`src/hw/rtl/lpfd_pkg.sv`:
```
// Package for the length-prefixed frame deframer.
// Holds phase codes, result kind codes and fixed widths; no dependencies.
package lpfd_pkg;

	localparam int unsigned BYTE_W     = 8;
	localparam int unsigned LEN_W      = 32;
	localparam int unsigned KIND_W     = 2;
	localparam int unsigned PHASE_W    = 2;
	localparam int unsigned HDR_IDX_W  = 3;
	localparam int unsigned OUT_DATA_W = BYTE_W + BYTE_W + LEN_W;

	localparam logic [HDR_IDX_W-1:0] HDR_TYPE_POS = 3'd4;

	localparam logic [PHASE_W-1:0] PH_HEADER  = 2'd0;
	localparam logic [PHASE_W-1:0] PH_PAYLOAD = 2'd1;
	localparam logic [PHASE_W-1:0] PH_HALTED  = 2'd2;

	localparam logic [KIND_W-1:0] KIND_DATA  = 2'd0;
	localparam logic [KIND_W-1:0] KIND_EMPTY = 2'd1;
	localparam logic [KIND_W-1:0] KIND_ERROR = 2'd2;

	localparam logic [LEN_W-1:0] MAX_PAYLOAD_RESET = 32'd1048576;

	typedef logic [KIND_W-1:0] kind_t;

endpackage

```
`src/hw/rtl/length_prefixed_frame_deframer_top.sv`:
```
// Length-prefixed frame deframer, top level.
// Depends on lpfd_pkg for phase and kind codes.
//
// Takes one byte per beat, one beat per cycle while s_tready is high. Each
// frame is a 5-byte header (4-byte little-endian payload length, then a
// type byte) and its payload. On the type byte the length is checked against
// max_payload: an oversize length gives one error beat and the block then
// drops every byte until reset; a zero length gives one empty-frame beat;
// otherwise each payload byte leaves as one beat with type, length and
// tlast on the final byte. A byte's result reaches the master side in the
// cycle after the byte is taken; the single result register holds while
// m_tready is low and s_tready is high whenever it is empty or being drained,
// so the block sustains one byte per cycle, no bubbles, while m_tready is high.
module length_prefixed_frame_deframer_top
	import lpfd_pkg::*;
(
	input  logic                  clk,
	input  logic                  arst_n,
	input  logic                  cfg_wr_en,
	input  logic [LEN_W-1:0]      cfg_wr_data,      // max_payload
	input  logic                  s_tvalid,
	output logic                  s_tready,
	input  logic [BYTE_W-1:0]     s_tdata,          // in_byte
	output logic                  m_tvalid,
	input  logic                  m_tready,
	output logic [OUT_DATA_W-1:0] m_tdata,          // frame_type, data_byte, frame_length
	output logic [KIND_W-1:0]     m_tuser,          // kind
	output logic                  m_tlast           // last_of_frame
);

	logic [LEN_W-1:0]     max_payload_q;
	logic [PHASE_W-1:0]   phase_q, phase_d;
	logic [HDR_IDX_W-1:0] hdr_idx_q, hdr_idx_d;
	logic [LEN_W-1:0]     len_q, len_d;
	logic [LEN_W-1:0]     remain_q, remain_d;
	logic [BYTE_W-1:0]    type_q, type_d;

	logic                 accept;
	logic                 res_valid;
	kind_t                res_kind;
	logic [BYTE_W-1:0]    res_data;
	logic                 res_last;
	logic [LEN_W-1:0]     remain_dec;

	logic                 out_valid_q;
	kind_t                out_kind_q;
	logic [BYTE_W-1:0]    out_type_q;
	logic [BYTE_W-1:0]    out_data_q;
	logic [LEN_W-1:0]     out_len_q;
	logic                 out_last_q;

	assign s_tready   = !out_valid_q || m_tready;
	assign accept     = s_tvalid && s_tready;
	assign remain_dec = remain_q - 1'b1;

	always_comb begin
		phase_d   = phase_q;
		hdr_idx_d = hdr_idx_q;
		len_d     = len_q;
		remain_d  = remain_q;
		type_d    = type_q;
		res_valid = 1'b0;
		res_kind  = KIND_DATA;
		res_data  = '0;
		res_last  = 1'b0;
		case (phase_q)
			PH_HEADER: begin
				if (hdr_idx_q < HDR_TYPE_POS) begin
					case (hdr_idx_q[1:0])
						2'd0: len_d = {{(LEN_W-BYTE_W){1'b0}}, s_tdata};
						2'd1: len_d[15:8]  = s_tdata;
						2'd2: len_d[23:16] = s_tdata;
						2'd3: len_d[31:24] = s_tdata;
						default: len_d = len_q;
					endcase
					hdr_idx_d = hdr_idx_q + 1'b1;
				end else begin
					type_d    = s_tdata;
					hdr_idx_d = '0;
					if (len_q > max_payload_q) begin
						phase_d   = PH_HALTED;
						res_valid = 1'b1;
						res_kind  = KIND_ERROR;
						res_last  = 1'b1;
					end else if (len_q == '0) begin
						res_valid = 1'b1;
						res_kind  = KIND_EMPTY;
						res_last  = 1'b1;
					end else begin
						remain_d = len_q;
						phase_d  = PH_PAYLOAD;
					end
				end
			end
			PH_PAYLOAD: begin
				remain_d  = remain_dec;
				res_valid = 1'b1;
				res_kind  = KIND_DATA;
				res_data  = s_tdata;
				res_last  = (remain_dec == '0);
				if (remain_dec == '0) begin
					phase_d = PH_HEADER;
				end
			end
			default: begin
				phase_d = phase_q;
			end
		endcase
	end

	always_ff @(posedge clk or negedge arst_n) begin
		if (!arst_n) begin
			max_payload_q <= MAX_PAYLOAD_RESET;
			phase_q       <= PH_HEADER;
			hdr_idx_q     <= '0;
			len_q         <= '0;
			remain_q      <= '0;
			type_q        <= '0;
			out_valid_q   <= 1'b0;
		end else begin
			if (cfg_wr_en) begin
				max_payload_q <= cfg_wr_data;
			end
			if (accept) begin
				phase_q   <= phase_d;
				hdr_idx_q <= hdr_idx_d;
				len_q     <= len_d;
				remain_q  <= remain_d;
				type_q    <= type_d;
			end
			if (s_tready) begin
				out_valid_q <= accept && res_valid;
			end
		end
	end

	always_ff @(posedge clk) begin
		if (accept && res_valid) begin
			out_kind_q <= res_kind;
			out_type_q <= type_d;
			out_data_q <= res_data;
			out_len_q  <= len_d;
			out_last_q <= res_last;
		end
	end

	assign m_tvalid = out_valid_q;
	assign m_tdata  = {out_len_q, out_data_q, out_type_q};
	assign m_tuser  = out_kind_q;
	assign m_tlast  = out_last_q;

	a_halt_sticky: assert property (@(posedge clk) disable iff (!arst_n)
		phase_q == PH_HALTED |=> phase_q == PH_HALTED)
		else $error("halted phase left before reset");

	a_payload_remaining: assert property (@(posedge clk) disable iff (!arst_n)
		phase_q == PH_PAYLOAD |-> remain_q != '0)
		else $error("payload phase with zero bytes remaining");

	a_hdr_idx_range: assert property (@(posedge clk) disable iff (!arst_n)
		hdr_idx_q <= HDR_TYPE_POS)
		else $error("header index beyond type byte");

	a_error_halts: assert property (@(posedge clk) disable iff (!arst_n)
		$rose(m_tvalid) && m_tuser == KIND_ERROR |-> phase_q == PH_HALTED && m_tlast)
		else $error("error beat without halt or tlast");

	a_out_hold: assert property (@(posedge clk) disable iff (!arst_n)
		m_tvalid && !m_tready |=> m_tvalid && $stable(m_tdata) && $stable(m_tuser))
		else $error("result register changed while stalled");

endmodule
```
`config.mk`:
```
export PLATFORM = sky130hd
export DESIGN_NAME = length_prefixed_frame_deframer_top
export DESIGN_NICKNAME = d
export VERILOG_FILES = /design/src/hw/rtl/lpfd_pkg.sv /design/src/hw/rtl/length_prefixed_frame_deframer_top.sv
export SDC_FILE = /design/constraint.sdc
export NUM_CORES = 1
export LEC_CHECK = 0
export BUFFER_PORTS_ARGS = -buffer_cell sky130_fd_sc_hd__buf_2
export CORE_UTILIZATION = 55
export DETAILED_ROUTE_END_ITERATION = 8
export HOLD_SLACK_MARGIN = 0.06
export PLACE_DENSITY = 0.86
export SYNTH_ARGS = -nofsm -noshare
export SYNTH_HDL_FRONTEND = slang
export SYNTH_SLANG_ARGS = --single-unit
export TNS_END_PERCENT = 10
```
`constraint.sdc`:
```
create_clock -name clk -period 9.3 [get_ports clk]
set_input_delay 1.395 -clock clk [delete_from_list [all_inputs] [get_ports clk]]
set_output_delay 1.395 -clock clk [all_outputs]
set_load 0.02 [all_outputs]
```
==> run_results.csv <==
group,metric,value,unit
run_status,outcome,"finished with violations",
global_route,grt_antenna_before_repair,0,
global_route,groute.usage.overall,29.0,%
floorplan,die_width,126,µm
floorplan,io_pins,98,
timing,finalMaxSlewViolations,0,
synth,avgSynthCellArea,10.4,µm²
cts,htreeDepth,4,
finish,drive_gt1_share,21.8,%
timing,period_needed,4.16,ns
power_and_ir_drop,irDropWorstVdd,0.160,mV
synth,synth_flop_cell,"dfrtp_1",
finish,instances_no_fill,1083,
run_status,violations,"DRC",
floorplan,die-area,15800,µm²
timing,finalCritPeriodShare,44.7,%
finish,mostFrequentLayoutCell,"nand2_1",
synth,async_flop_share,68.3,%
floorplan,core,14700,µm²
finish,register_area,4290,µm²
timing,whs,0.510,ns
cts,cts_tree,"yes",
synth,synth_cell_type_count,66,
floorplan,initial_core_util,57.1,%
timing,rsz0062_at_grt,"false",
power_and_ir_drop,cellPowerDensity,186,nW/µm²
worst_setup_path,setup.worst_path.class,"in -> reg",
timing,setup_viol,0,
timing,fin_skew,0.00933,ns
timing,hold_viol_final,0,
cts,cts_hold_buf,0,
placed_design,dp_hpwl,14.5,mm
global_route,grt_max_degree,64,
cts,clk_pin_slew,0.06,ns
synth,synth-edff-count,51,
worst_setup_path,cp-end-kind,"register",
finish,final_cell_mix,"124 x nand2_1, 109 x dfrtp_1, 96 x buf_2",
timing,tns,0,ns
global_route,grt_pass1_vias,6734,
power_and_ir_drop,power.total,0.00179,W
timing,fmax,240,MHz
finish,fin_nets,969,
cts,clk_latency,0.44,ns
min_path,min_path_type,"reg -> reg",
run,maxCapViolations,0,
worst_setup_path,worstPathArrival,4.41,ns
cts,clock_path_buffers,2,
floorplan,die_y,126,µm
cts,numClockSinks,161,
finish,n_fill_cell,1134,
synth,synth.largest_area_cell,"dfrtp_1",
routing,first_pass_iters,9,
cts,ctsResizeCount,0,
routing,post_drt_via_cell_ratio,6.35,
routing,num_vias,6882,
placed_design,port_buffers,97,
routing,first_iter_violations,745,
timing,slew_headroom,22.0,%
synth,ys_seq_area_share,51.0,%
global_route,grt_first_pass_wirelength,35.2,mm
synth,ys_ff_latch,161,
worst_setup_path,worstRegToRegCells,9,
floorplan,std_cell_rows,44,
worst_setup_path,worstSetupStartpointType,"input pin",
synth,yosys-top-cells-area,"dfrtp_1 32%, edfxtp_1 18%, mux2_2 6.3%, ha_1 5.7%, nand2_1 5.6%",
routing,wl_per_cell,20.0,µm
synth,yosysWarnings,0,
synth,synthesis.area,8400,µm²
routing,drtAntennaViolNets,0,
finish,antenna-diode-count,0,
cts,numCtsBuffers,17,
routing,drc,10,
worst_setup_path,critPathMaxFanout,43,
routing,wirelength,21.7,mm
synth,synth_top_area_share,32.5,%
cts,cts-root-buf,"clkbuf_16",
min_path,whs_path_depth,1,
cts,post_cts_buffers,0,
timing,worst_pin_slew,1.17,ns
placed_design,placed_cells,1051,
placed_design,place_congestion,0.958,
finish,syn_to_final_growth,14.3,%
synth,syn_nets,891,
synth,synthCells,808,
worst_setup_path,required,9.55,ns
power_and_ir_drop,p_leak,4.09,nW
global_route,grt_overflow_total,0,
finish,multi_input_area,3760,µm²
==> path summary, 6_finish.rpt <==
kind | startpoint | endpoint | slack (ns)
min reg2reg | type_q[0] | type_q[0] | 0.51
min | type_q[0] | type_q[0] | 0.51
min in group asynchronous | arst_n | hdr_idx_q[0] | 1.01
max | m_tready | remain_q[29] | 5.14
max reg2reg | max_payload_q[20] | remain_q[10] | 5.64
max in group asynchronous | arst_n | max_payload_q[11] | 7.06
==> cell families (layout without fill, tap and decap cells) <==
family | count (synthesis) | after routing | share of synthesized area (%)
muxes | 49 | 49 | 6.54
DFF | 161 | 161 | 51.0
AOI/OAI and AO/OA | 189 | 189 | 15.4
adders and majority gates | 38 | 38 | 5.66
and+or+nand+nor | 271 | 271 | 16.2
buffers and inverters | 92 | 183 | 4.34
xor gates and xnor gates | 8 | 8 | 0.834
==> report_power, final <==
part           switching [W]  internal [W]  total [W]
clock               0.000285      0.000435   0.000720
sequential         0.0000471      0.000788   0.000835
combinational       0.000134     0.0000967   0.000230
total               0.000466       0.00132    0.00179
==> state kept, by name, summed over array words and instances (netlist names), 3 cells and up <==
register	count
type_q	8
remain_q	32
out_type_q	8
max_payload_q	32
hdr_idx_q	3
len_q	32
out_data_q	8
out_len_q	32
==> critical path: stages <==
cell	delay, ns
buf_2	0.07
nand2b_1	0.15
nand2_2	0.63
nor2_1	0.57
and2_1	0.83
o21bai_2	0.26
buf_4	0.36
a32oi_1	0.13
==> final cells by class <==
class | instances | share of cell area, %
multi-input combinational | 555 | 39.2
clock inverter | 10 | 1.41
timing repair buffer | 104 | 5.63
inverter | 47 | 1.84
tap | 184 | 2.40
clock buffer | 22 | 4.84
sequential | 161 | 44.7
==> cells in the mapped netlist, drive strengths merged, types with 2 or more instances <==
cell and count:
nand2 126, dfrtp 109, o21ai 75, edfxtp 51, inv 47, mux2 47
ha 38, clkbuf 36, nand3 25, nor2 24, a32o 21, nor4 21
a21oi 20, a22o 18, nand4 17, and2 14, nor3 11, a32oi 10
buf 9, o31ai 9, or3 8, xnor2 7, a21o 6, and3 5
nor2b 5, o41ai 5, nand2b 4, o211ai 4, nor4b 3, o22ai 3
or4 3, a2111oi 2, mux2i 2, nand3b 2, o21a 2, o311ai 2
or2 2
==> metal layers <==
layer,GRT usage [%],wire [µm]
met1,37.1,8600
met2,47.2,10400
met3,6.85,2030
met4,12.8,722
met5,0,0
==> metrics by stage <==
step           utilization (%)  setup slack [ns]  instance area, µm²
6_report                  65.3              5.14                9600
4_1_cts                   65.3              5.20                9600
3_5_place_dp              61.2              4.72                9000
3_3_place_gp              61.2              4.83                9000
2_1_floorplan                -              4.84                8400
5_1_grt                   65.3              4.84                9600
Note: power is estimated with default switching activity, not from simulation.
